[src/sv/ppp_pkg.sv]
// package: beat types, pipeline side-band types and saturation helper
`timescale 1ns / 1ps
`default_nettype none
package ppp_pkg;

  localparam logic OP_LINE   = 1'b0;
  localparam logic OP_CIRCLE = 1'b1;

  // largest circle offset magnitude, 2^33
  localparam logic [33:0] CLAMP_Q = 34'h2_0000_0000;

  typedef struct packed {
    logic               op;
    logic signed [31:0] shape_a;
    logic signed [31:0] shape_b;
    logic signed [31:0] shape_c;
    logic signed [31:0] point_x;
    logic signed [31:0] point_y;
  } ppp_in_t;

  typedef struct packed {
    logic signed [31:0] proj_x;
    logic signed [31:0] proj_y;
    logic               proj_valid;
  } ppp_out_t;

  // side-band carried beside the root and divider stages
  typedef struct packed {
    logic               op;
    logic signed [31:0] line_x;
    logic signed [31:0] line_y;
    logic signed [31:0] cen_x;
    logic signed [31:0] cen_y;
    logic               neg_x;
    logic               neg_y;
    logic               shr;
    logic [63:0]        num_x;
    logic [63:0]        num_y;
  } ppp_tag_t;

  typedef struct packed {
    logic [33:0] q_x;
    logic [33:0] q_y;
    logic        ovf_x;
    logic        ovf_y;
    logic        inval;
  } ppp_quo_t;

  function automatic logic signed [31:0] sat32(input logic signed [63:0] v);
    logic signed [31:0] r;
    if (v > 64'sd2147483647) begin
      r = 32'sh7fff_ffff;
    end else if (v < -64'sd2147483648) begin
      r = 32'sh8000_0000;
    end else begin
      r = v[31:0];
    end
    return r;
  endfunction

endpackage
`default_nettype wire

[src/sv/ppp_back.sv]
// output stage: offset clamp, centre add, saturation and mode select
`timescale 1ns / 1ps
`default_nettype none
module ppp_back import ppp_pkg::*; (
  input  logic     clk,
  input  logic     rst,
  input  logic     en,
  input  logic     vin,
  input  ppp_quo_t quo,
  input  ppp_tag_t tag,
  output logic     vout,
  output ppp_out_t data
);

  logic [33:0]        qcx, qcy;
  logic signed [63:0] sx, sy;

  always_comb begin
    qcx = (quo.ovf_x || (quo.q_x > CLAMP_Q)) ? CLAMP_Q : quo.q_x;
    qcy = (quo.ovf_y || (quo.q_y > CLAMP_Q)) ? CLAMP_Q : quo.q_y;
    sx  = tag.neg_x ? 64'(tag.cen_x) - signed'(64'(qcx)) : 64'(tag.cen_x) + signed'(64'(qcx));
    sy  = tag.neg_y ? 64'(tag.cen_y) - signed'(64'(qcy)) : 64'(tag.cen_y) + signed'(64'(qcy));
  end

  always_ff @(posedge clk) begin
    if (rst) begin
      vout <= 1'b0;
    end else if (en) begin
      vout <= vin;
    end
  end

  always_ff @(posedge clk) begin
    if (en) begin
      if (tag.op == OP_LINE) begin
        data.proj_x     <= tag.line_x;
        data.proj_y     <= tag.line_y;
        data.proj_valid <= 1'b1;
      end else if (quo.inval) begin
        data.proj_x     <= '0;
        data.proj_y     <= '0;
        data.proj_valid <= 1'b0;
      end else begin
        data.proj_x     <= sat32(sx);
        data.proj_y     <= sat32(sy);
        data.proj_valid <= 1'b1;
      end
    end
  end

`ifndef SYNTHESIS
  a_inval_zero: assert property (@(posedge clk) disable iff (rst)
    vout && !data.proj_valid |-> (data.proj_x == '0) && (data.proj_y == '0))
    else $error("invalid projection with non-zero coordinates");
  a_line_valid: assert property (@(posedge clk) disable iff (rst)
    en && vin && (tag.op == OP_LINE) |=> data.proj_valid)
    else $error("line projection flagged invalid");
`endif

endmodule
`default_nettype wire

[config.mk]
export PLATFORM = sky130hd
export DESIGN_NAME = ppp_back
export DESIGN_NICKNAME = d
export VERILOG_FILES = /design/src/sv/ppp_pkg.sv /design/src/sv/ppp_back.sv
export SDC_FILE = /design/constraint.sdc
export NUM_CORES = 1
export LEC_CHECK = 0
export BUFFER_PORTS_ARGS = -buffer_cell sky130_fd_sc_hd__buf_4
export CAP_MARGIN = 5
export CORE_AREA = 3 3 155 157
export DETAILED_ROUTE_END_ITERATION = 10
export DIE_AREA = 0 0 158 160
export PLACE_DENSITY = 0.65
export SYNTH_ARGS = -nofsm -noshare
export SYNTH_HDL_FRONTEND = slang
export SYNTH_SLANG_ARGS = --single-unit
[constraint.sdc]
create_clock -name clk -period 8.7 [get_ports clk]
set_input_delay 1.305 -clock clk [delete_from_list [all_inputs] [get_ports clk]]
set_output_delay 1.305 -clock clk [all_outputs]
set_load 0.02 [all_outputs]
### Word-level counts from Yosys, hierarchy flattened

Index checks and enable logic that the tools add are counted.

* bits in registers: 66
* latch bits: 0
* memory bits (writable): 0
* bits in read-only memories: 0
* bits of input ports: 335
* output and inout bits: 66
* logic and storage cells: 26
* memories kept: 0

* add/subtract/negate cells: 4
* multipliers: 0
* div/mod/pow operators: 0
* $lt $le $gt $ge: 6
* equal/unequal tests: 0
* shift operators: 0
* multiplexer cells: 10
* bitwise logic cells: 0
* reduce and logical (&&, ||, !) cells: 2

Operators with widths (count)
* $mux 65: 2
* $gt 64x32->1 const B: 2
* $lt 64x32->1 const B: 2
* $mux 32: 4
* $mux 64: 2
* $add 32x35->36: 2
* $sub 32x35->36: 2
* $gt 34x34->1 const B: 2
* $mux 34: 2
* $logic_or 1x1->1: 2

### Depth between registers and ports, before layout

Gate-level depths: netlist of the first run.

* depth after elaboration: 10
* gate-level depth with buffers: 28
* mapped depth without buffers: 25

### Worst setup path after synthesis of the first run

OpenSTA, ideal clock, no wires.

* path type: input -> register
* start: input port quo[43] in the netlist's numbering
* end: register data[34] in the netlist's numbering, data pin
* setup time: 0.261 ns
* arrival time: 7.270 ns
* required time: 8.439 ns
* path slack: 1.169 ns
* cell stages on the path: 26
* buffers on the path: 2
* path through: or4_1 -> nor4_2 -> nand4_1 -> or2_1 -> a21oi_2 -> clkbuf_1 -> nand2_1 -> ha_1 -> o21ai_0 -> a31oi_1 -> o21ai_1 -> and2_1 -> or2_2 -> o211ai_1 -> ha_1 -> nand3_2 -> o32ai_1 -> o32ai_1 -> a21oi_1 -> a41o_1 -> or4_1 -> and3_4 -> o41ai_2 -> nor2_1 -> buf_6 -> a311o_1

* cells in the longest elaborated chain, start to end: 10
* elaborated cells between the ends (all ways): 12
* classes of those cells: 2 x add/sub; 3 x order compare; 6 x mux; 1 x reduce/logical

Ends and longest elaborated chain
* from (decl): RTL line ppp_back.sv:9 `input ppp_quo_t quo,`
* $gt 34x34->1: RTL line ppp_back.sv:19 `qcx = (quo.ovf_x || (quo.q_x > CLAMP_Q)) ? CLAMP_Q : quo.q_x;`
* $logic_or 1x1->1: RTL line ppp_back.sv:19
* $mux 34 (*): RTL line ppp_back.sv:19
* $add 32x35->36 or $sub 32x35->36 (tied branches): RTL line ppp_back.sv:21 `sx = tag.neg_x ? 64'(tag.cen_x) - signed'(64'(qcx)) : 64'(tag.cen_x) + signed'(64'(qcx));`
* $mux 64 (*): RTL line ppp_back.sv:21
* $lt 64x32->1: RTL line ppp_pkg.sv:53 `end else if (v < -64'sd2147483648) begin`
* $mux 32: RTL line ppp_pkg.sv:53
* $mux 32 (*): RTL line ppp_pkg.sv:51 `if (v > 64'sd2147483647) begin`
* $mux 65 (*): RTL line ppp_back.sv:39 `end else if (quo.inval) begin`
* $mux 65 (*): RTL line ppp_back.sv:35 `if (tag.op == OP_LINE) begin`
* to (decl): RTL line ppp_back.sv:12 `output ppp_out_t data`

Mark *: on every way between the ends. The rest lies on a longest branch, timed or not.
A chain may end at the register's enable or synchronous reset.

### Worst setup path after layout of the first run

* start: input port quo[43] in the netlist's numbering
* end: register data[45] in the netlist's numbering, data pin

Same word-level chain as after synthesis.

==> metrics.txt, run 1 <==
status=finished, final reports clean; Post-Route Setup TNS=0 ns; largest net degree at the start of global routing=67; # resized after CTS=0; largest driver fanout on the critical path=23; HP Class=reg2reg; vias in the first global route=9083; min Tclk post-route=8.241 ns; final antenna-violating net count=0; Ports=401; P_leak=0.004662 uW; sequential fraction of the synthesis area=22.60%; die area=25280 um^2; clk slew on worst S/H paths=0.06 ns; site row count=55; relative slew slack=24.05%; first-pass GRT wire length=48.67 mm; Synth-to-Final Area Change=29.23%; CTS tree=done; routability cong.=0.9448; number of flops mapped to enable cells by yosys=65; Synth Warn #=0; port buffer count=271; fmax=0.1213 GHz; PD cells=144.8 nW/um^2; top cells by count, synth=a21oi_1 (118), nand2_1 (113), nor2_1 (105); # diodes=0; initial antenna violation count=1; final worst slack=0.4590 ns; grt ovf=0; worst stage delay on the critical path=0.92 ns; final WL=31.72 mm; post-synth top area share=22.37%; hold slack=0.4954 ns; Initial DRC Count=692; Via Count=9607; CP startpoint kind=input port; skew final=0 ns; endpoint class of the critical path=flip-flop; DR DRC count=0; Peak supply drop=0.00008006 V; max_cap viols=0; H-tree depth=3; CP Data Arrival Time=8.43 ns; cell count after synthesis=1105; synth top area cells=edfxtp_1 (22%), ha_1 (10%), a21oi_1 (6.8%), a221o_1 (6.2%), xor2_1 (5.8%); WS Path Type=in2reg; synthesized flop and latch total=66; worst slew pin tran=1.138 ns; hpwl dp=25.70 mm; Via density=5.872; CP Cell Sequence=buf_4 -> or4_1 -> nor4_2 -> nand4_1 -> o21ai_0 -> and3_1 -> inv_1 -> ha_1 -> o21ai_0 -> a31oi_1 -> o21ai_1 -> buf_4 -> o21ai_0 -> xnor2_1 -> ha_1 -> nand2_1 -> or4_1 -> or2_2 -> o21ai_1 -> a21oi_1 -> xnor2_1 -> a41oi_2 -> nor2_2 -> a221o_1; CP max-delay cell=nor2_2; die width=158 um; Avg Cell Area, Syn=7.896 um^2; clk_lat worst skew=0.34 ns; RSZ-0062 raised after global routing=false; area post-placement=10990 um^2; final instance area=11270 um^2; Max Buffers Root-to-Sink=2; Root Buffer=clkbuf_16; TritonRoute pass-1 iters=5; GRT Overall Usage=23.98%; top-count cell post-synth=a21oi_1; Synth area leader=edfxtp_1; Die Y=160 um; Synth Flop Type=edfxtp_1; final hold vios=0; core area=22640 um^2; Post-CTS Hold Buffers=0; share of layout cells above drive strength 1=24.35%; ys async rst share=0%; Crit path top cell by count=o21ai_0; Slew Viols, Final=0; Setup Viol. Count Final=0; Data required, critical path=8.89 ns; per-cell routed wire length=19.39 um; CTS Buf Count=9; clk sinks=66; pre-CTS WS=0.2814 ns; net count reported at finish=1755; Netlist cell types=79; Mapped Area=8725 um^2; Post-CTS Setup Bufs=0; Tcrit/Tclk final=94.72%; Initial Util=38.54%; syn_nets=1514
## logic make-up (layout without fill, tap and decap cells)
family          after synthesis  in the layout  synth area share [%]
flops                        66             66                 22.60
compound gates              396            396                 31.34
mux                           4              4                0.5019
fa+ha+maj                    74             74                 10.78
simple gates                380            380                 20.61
buf+inv                      84            330                 3.944
xor+xnor                    101            101                 10.23
## cell type report
| class | instances | area, um^2 |
|---|---|---|
| Inverter | 33 | 123.9 |
| Timing Repair Buffer | 281 | 2110 |
| Sequential cell | 66 | 1972 |
| Clock buffer | 10 | 239.0 |
| Multi-Input combinational cell | 955 | 6425 |
| Tap cell | 285 | 356.6 |
| Fill cell | 2237 | 11370 |
| Clock inverter | 6 | 48.80 |
## stage by stage
stage	utilization [%]	power [uW]	instances
5_1_grt	49.80	1731	1636
6_report	49.80	1632	1636
3_3_place_gp	48.53	1264	1620
4_1_cts	49.80	1635	1636
2_1_floorplan	-	962.2	1105
3_5_place_dp	48.53	1269	1620
## power by group
part | internal, uW | total [uW] | switching (uW)
registers | 407 | 422 | 15.0
clock network | 204 | 361 | 157
logic | 363 | 848 | 486
## metal layers
metal	routed length, um	global-route usage (%)
met1	13600	32.81
met2	15120	39.91
met3	2458	3.523
met4	522	5.592
met5	20	0
## layout by cell type, fill, tap and decap left out, drive strengths merged, types with 3 or more instances in the layout
master / Yosys / final
ha: 72 / 72
a41oi: 5 / 5
mux2: 3 / 3
and3: 10 / 10
o21a: 11 / 11
o31a: 3 / 3
a211oi: 15 / 15
a21o: 22 / 22
xnor2: 43 / 43
inv: 33 / 36
edfxtp: 65 / 65
o2bb2ai: 3 / 3
a21oi: 119 / 119
a21boi: 6 / 6
or2: 13 / 13
nand4: 10 / 10
nand2b: 5 / 5
or4: 8 / 8
nor2: 106 / 106
buf: 13 / 281
o41ai: 4 / 4
a221o: 54 / 54
a311o: 6 / 6
xor2: 58 / 58
nor3: 26 / 26
nor2b: 19 / 19
o211ai: 17 / 17
nand3: 34 / 34
o21ai: 59 / 59
nor4: 10 / 10
o21bai: 14 / 14
o22a: 3 / 3
or3: 7 / 7
o31ai: 7 / 7
and2: 12 / 12
clkbuf: 38 / 10
nand2: 113 / 113
o2111ai: 3 / 3
a31oi: 21 / 21
## state kept, by name, summed over array words and instances, names as in the netlist
register / cells
vout: 1
data: 65
## final timing paths
path / slack (ns) / endpoint / start / cells past startpoint
max: 0.46 / data[45]$_DFFE_PP_ / quo[43] / 24
min: 0.50 / vout$_SDFFE_PP0P_ / vout$_SDFFE_PP0P_ / 2
max reg2reg: 8.12 / vout$_SDFFE_PP0P_ / vout$_SDFFE_PP0P_ / 2
min reg2reg: 0.50 / vout$_SDFFE_PP0P_ / vout$_SDFFE_PP0P_ / 2
## worst max-delay path: cells and delay by family
family,cells,cell delay [ns]
fa+ha+maj,2,0.64
simple gates,8,3.55
compound gates,9,2.02
xor+xnor,2,0.49
buf+inv,3,0.40
No activity file was read; power rests on OpenSTA's default activity.
==> run 2: changes to the inputs <==
CELL_PAD_IN_SITES_DETAIL_PLACEMENT = 0   (was unset)
CELL_PAD_IN_SITES_GLOBAL_PLACEMENT = 2   (was unset)
CORE_AREA = unset   (was 3 3 155 157)
CORE_ASPECT_RATIO = 0.9   (was unset)
CORE_MARGIN = 3   (was unset)
CORE_UTILIZATION = 26   (was unset)
DIE_AREA = unset   (was 0 0 158 160)
PLACE_DENSITY = 0.8   (was 0.65)
==> metrics.txt, run 2 (same netlist as run 1, synthesis figures left out) <==
final hold vios=0 (unchanged); fmax=0.1213 GHz (about the same); # diodes=0 (unchanged); P_leak=0.004748 uW (+1.8%); Die Y=179.8 um (+12%); largest net degree at the start of global routing=67 (unchanged); CTS tree=done; Post-Layout Cell Count=1786 (+9.2%); Tcrit/Tclk final=94.79% (about the same); vias in the first global route=9213 (+1.4%); status=finished, final reports clean; Post-Route Setup TNS=0 ns (unchanged); grt ovf=0 (unchanged); final antenna-violating net count=0 (unchanged); final-layout fill cell count=3498 (+56%); min Tclk post-route=8.247 ns (+0.005686 ns); Post-CTS Setup Bufs=0 (unchanged); Reg with most FFs=data; endpoint class of the critical path=flip-flop; HP Class=reg2reg; Root Buffer=clkbuf_16; H-tree depth=3 (unchanged); clk_lat worst skew=0.34 ns (about the same); Synth-to-Final Area Change=32.83%; core area=32500 um^2 (+44%); net count reported at finish=1774 (+1.1%); worst slew pin tran=1.090 ns (-0.04828 ns); largest driver fanout on the critical path=23 (unchanged); Post-CTS Hold Buffers=0 (unchanged); first-pass GRT wire length=53.35 mm (+9.6%); site row count=62 (+13%); RSZ-0062 raised after global routing=false; hpwl dp=28.98 mm (+13%); CTS Buf Count=9 (unchanged); final instance area=11590 um^2 (+2.8%); Max Buffers Root-to-Sink=2 (unchanged); number of flip-flops in the largest register=65 (unchanged); CP startpoint kind=input port; DR DRC count=0 (unchanged); per-cell routed wire length=19.67 um (+1.4%); Top Registers=data x65, vout x1; clk sinks=66 (unchanged); skew final=0 ns (unchanged); Initial Util=26.84% (-12 points); Ports=401 (unchanged); # resized after CTS=0 (unchanged); commonest non-fill, non-tap cell in the layout=buf_4; Slew Viols, Final=0 (unchanged); area post-placement=11320 um^2 (+3.0%); port buffer count=271 (unchanged); number of cells after detailed placement=1770 (+9.3%); Via Count=9596 (-0.11%); share of layout cells above drive strength 1=25.33% (+0.98 points); Via density=5.373 (-8.5%); clk slew on worst S/H paths=0.06 ns (about the same); Initial DRC Count=667 (-3.6%); routability cong.=0.8755 (-7.3%); R2R depth=2 (unchanged); total area of sequential cells=1972 um^2 (unchanged); CP Data Arrival Time=8.42 ns (about the same); PD cells=142.4 nW/um^2 (-1.6%); die area=35790 um^2 (+42%); final WL=35.13 mm (+11%); commonest non-fill, non-tap cells in the layout=buf_4 (298), a21oi_1 (118), nand2_1 (113), nor2_1 (104), ha_1 (72); WS Path Type=in2reg; Peak supply drop=0.00009090 V (+14%); worst hold path depth=2 (unchanged); relative slew slack=27.27% (+3.2 points); die width=199.1 um (+26%); multi-input logic area=6425 um^2 (unchanged); initial antenna violation count=3 (+2); Setup Viol. Count Final=0 (unchanged); Data required, critical path=8.88 ns (about the same); TritonRoute pass-1 iters=5 (unchanged); max_cap viols=0 (unchanged); GRT Overall Usage=19.00% (-5.0 points)
[run 2: cell types whose count changed in the layout (fill, tap and decap cells not counted), sizes merged]
cell / change
buf: +19
clkinv: +2
inv: -2
clkbuf: -1
clkinvlp: +1
[run 2: metal layers]
metal,global-route usage (%),wire (um),vias up
met5,0,47,-
met4,3.345,465,6
met3,3.987,2464,29
met2,29.12,15390,296
met1,27.74,16760,4530
li1,-,-,4735
[run 2: per-stage QoR]
stage | hold WS, ns | utilization [%] | setup slack (ns) | total power [uW]
2_1_floorplan | 0.5788 | - | 1.169 | 962.2
3_3_place_gp | 0.4834 | 34.82 | 0.2385 | 1306
3_5_place_dp | 0.4930 | 34.82 | 0.2426 | 1308
4_1_cts | 0.5075 | 35.65 | 0.6041 | 1664
5_1_grt | 0.5522 | 35.65 | 0.03454 | 1766
6_report | 0.5011 | 35.65 | 0.4533 | 1650
[run 2: power by group]
part / internal [uW] / switching [uW]
sequential: 407 / 14.8
combinational: 381 / 502
clock: 192 / 153
[run 2: path summary, 6_finish.rpt]
kind	from	end	slack, ns
worst max-delay path	quo[43]	data[51]$_DFFE_PP_	0.45
worst min-delay path	vout$_SDFFE_PP0P_	vout$_SDFFE_PP0P_	0.50
worst max register to register	vout$_SDFFE_PP0P_	vout$_SDFFE_PP0P_	8.12
worst min register to register	vout$_SDFFE_PP0P_	vout$_SDFFE_PP0P_	0.50
[run 2: area by class of cell]
class / count / area share, %
multi-input combinational: 955 / 55.44
inverter: 33 / 1.069
sequential: 66 / 17.02
timing repair buffer: 300 / 19.65
clock buffer: 9 / 1.943
clock inverter: 7 / 0.3887
tap: 416 / 4.491
[run 2: worst max-delay path, stage by stage]
cell and delay (ns):
buf_4 0.14, or4_1 0.60, nor4_2 0.59, nand4_1 0.19
or2_1 0.29, a21oi_2 0.27, nand2_1 0.17, ha_1 0.25
o21ai_0 0.21, a31oi_1 0.17, o21ai_1 0.13, buf_4 0.20
o21ai_0 0.22, xnor2_1 0.23, ha_1 0.35, nand2_1 0.08
or4_1 0.52, or2_2 0.33, o21ai_1 0.26, a21oi_1 0.13
xnor2_1 0.33, a41oi_2 0.20, nor2_2 0.87, a221o_1 0.38
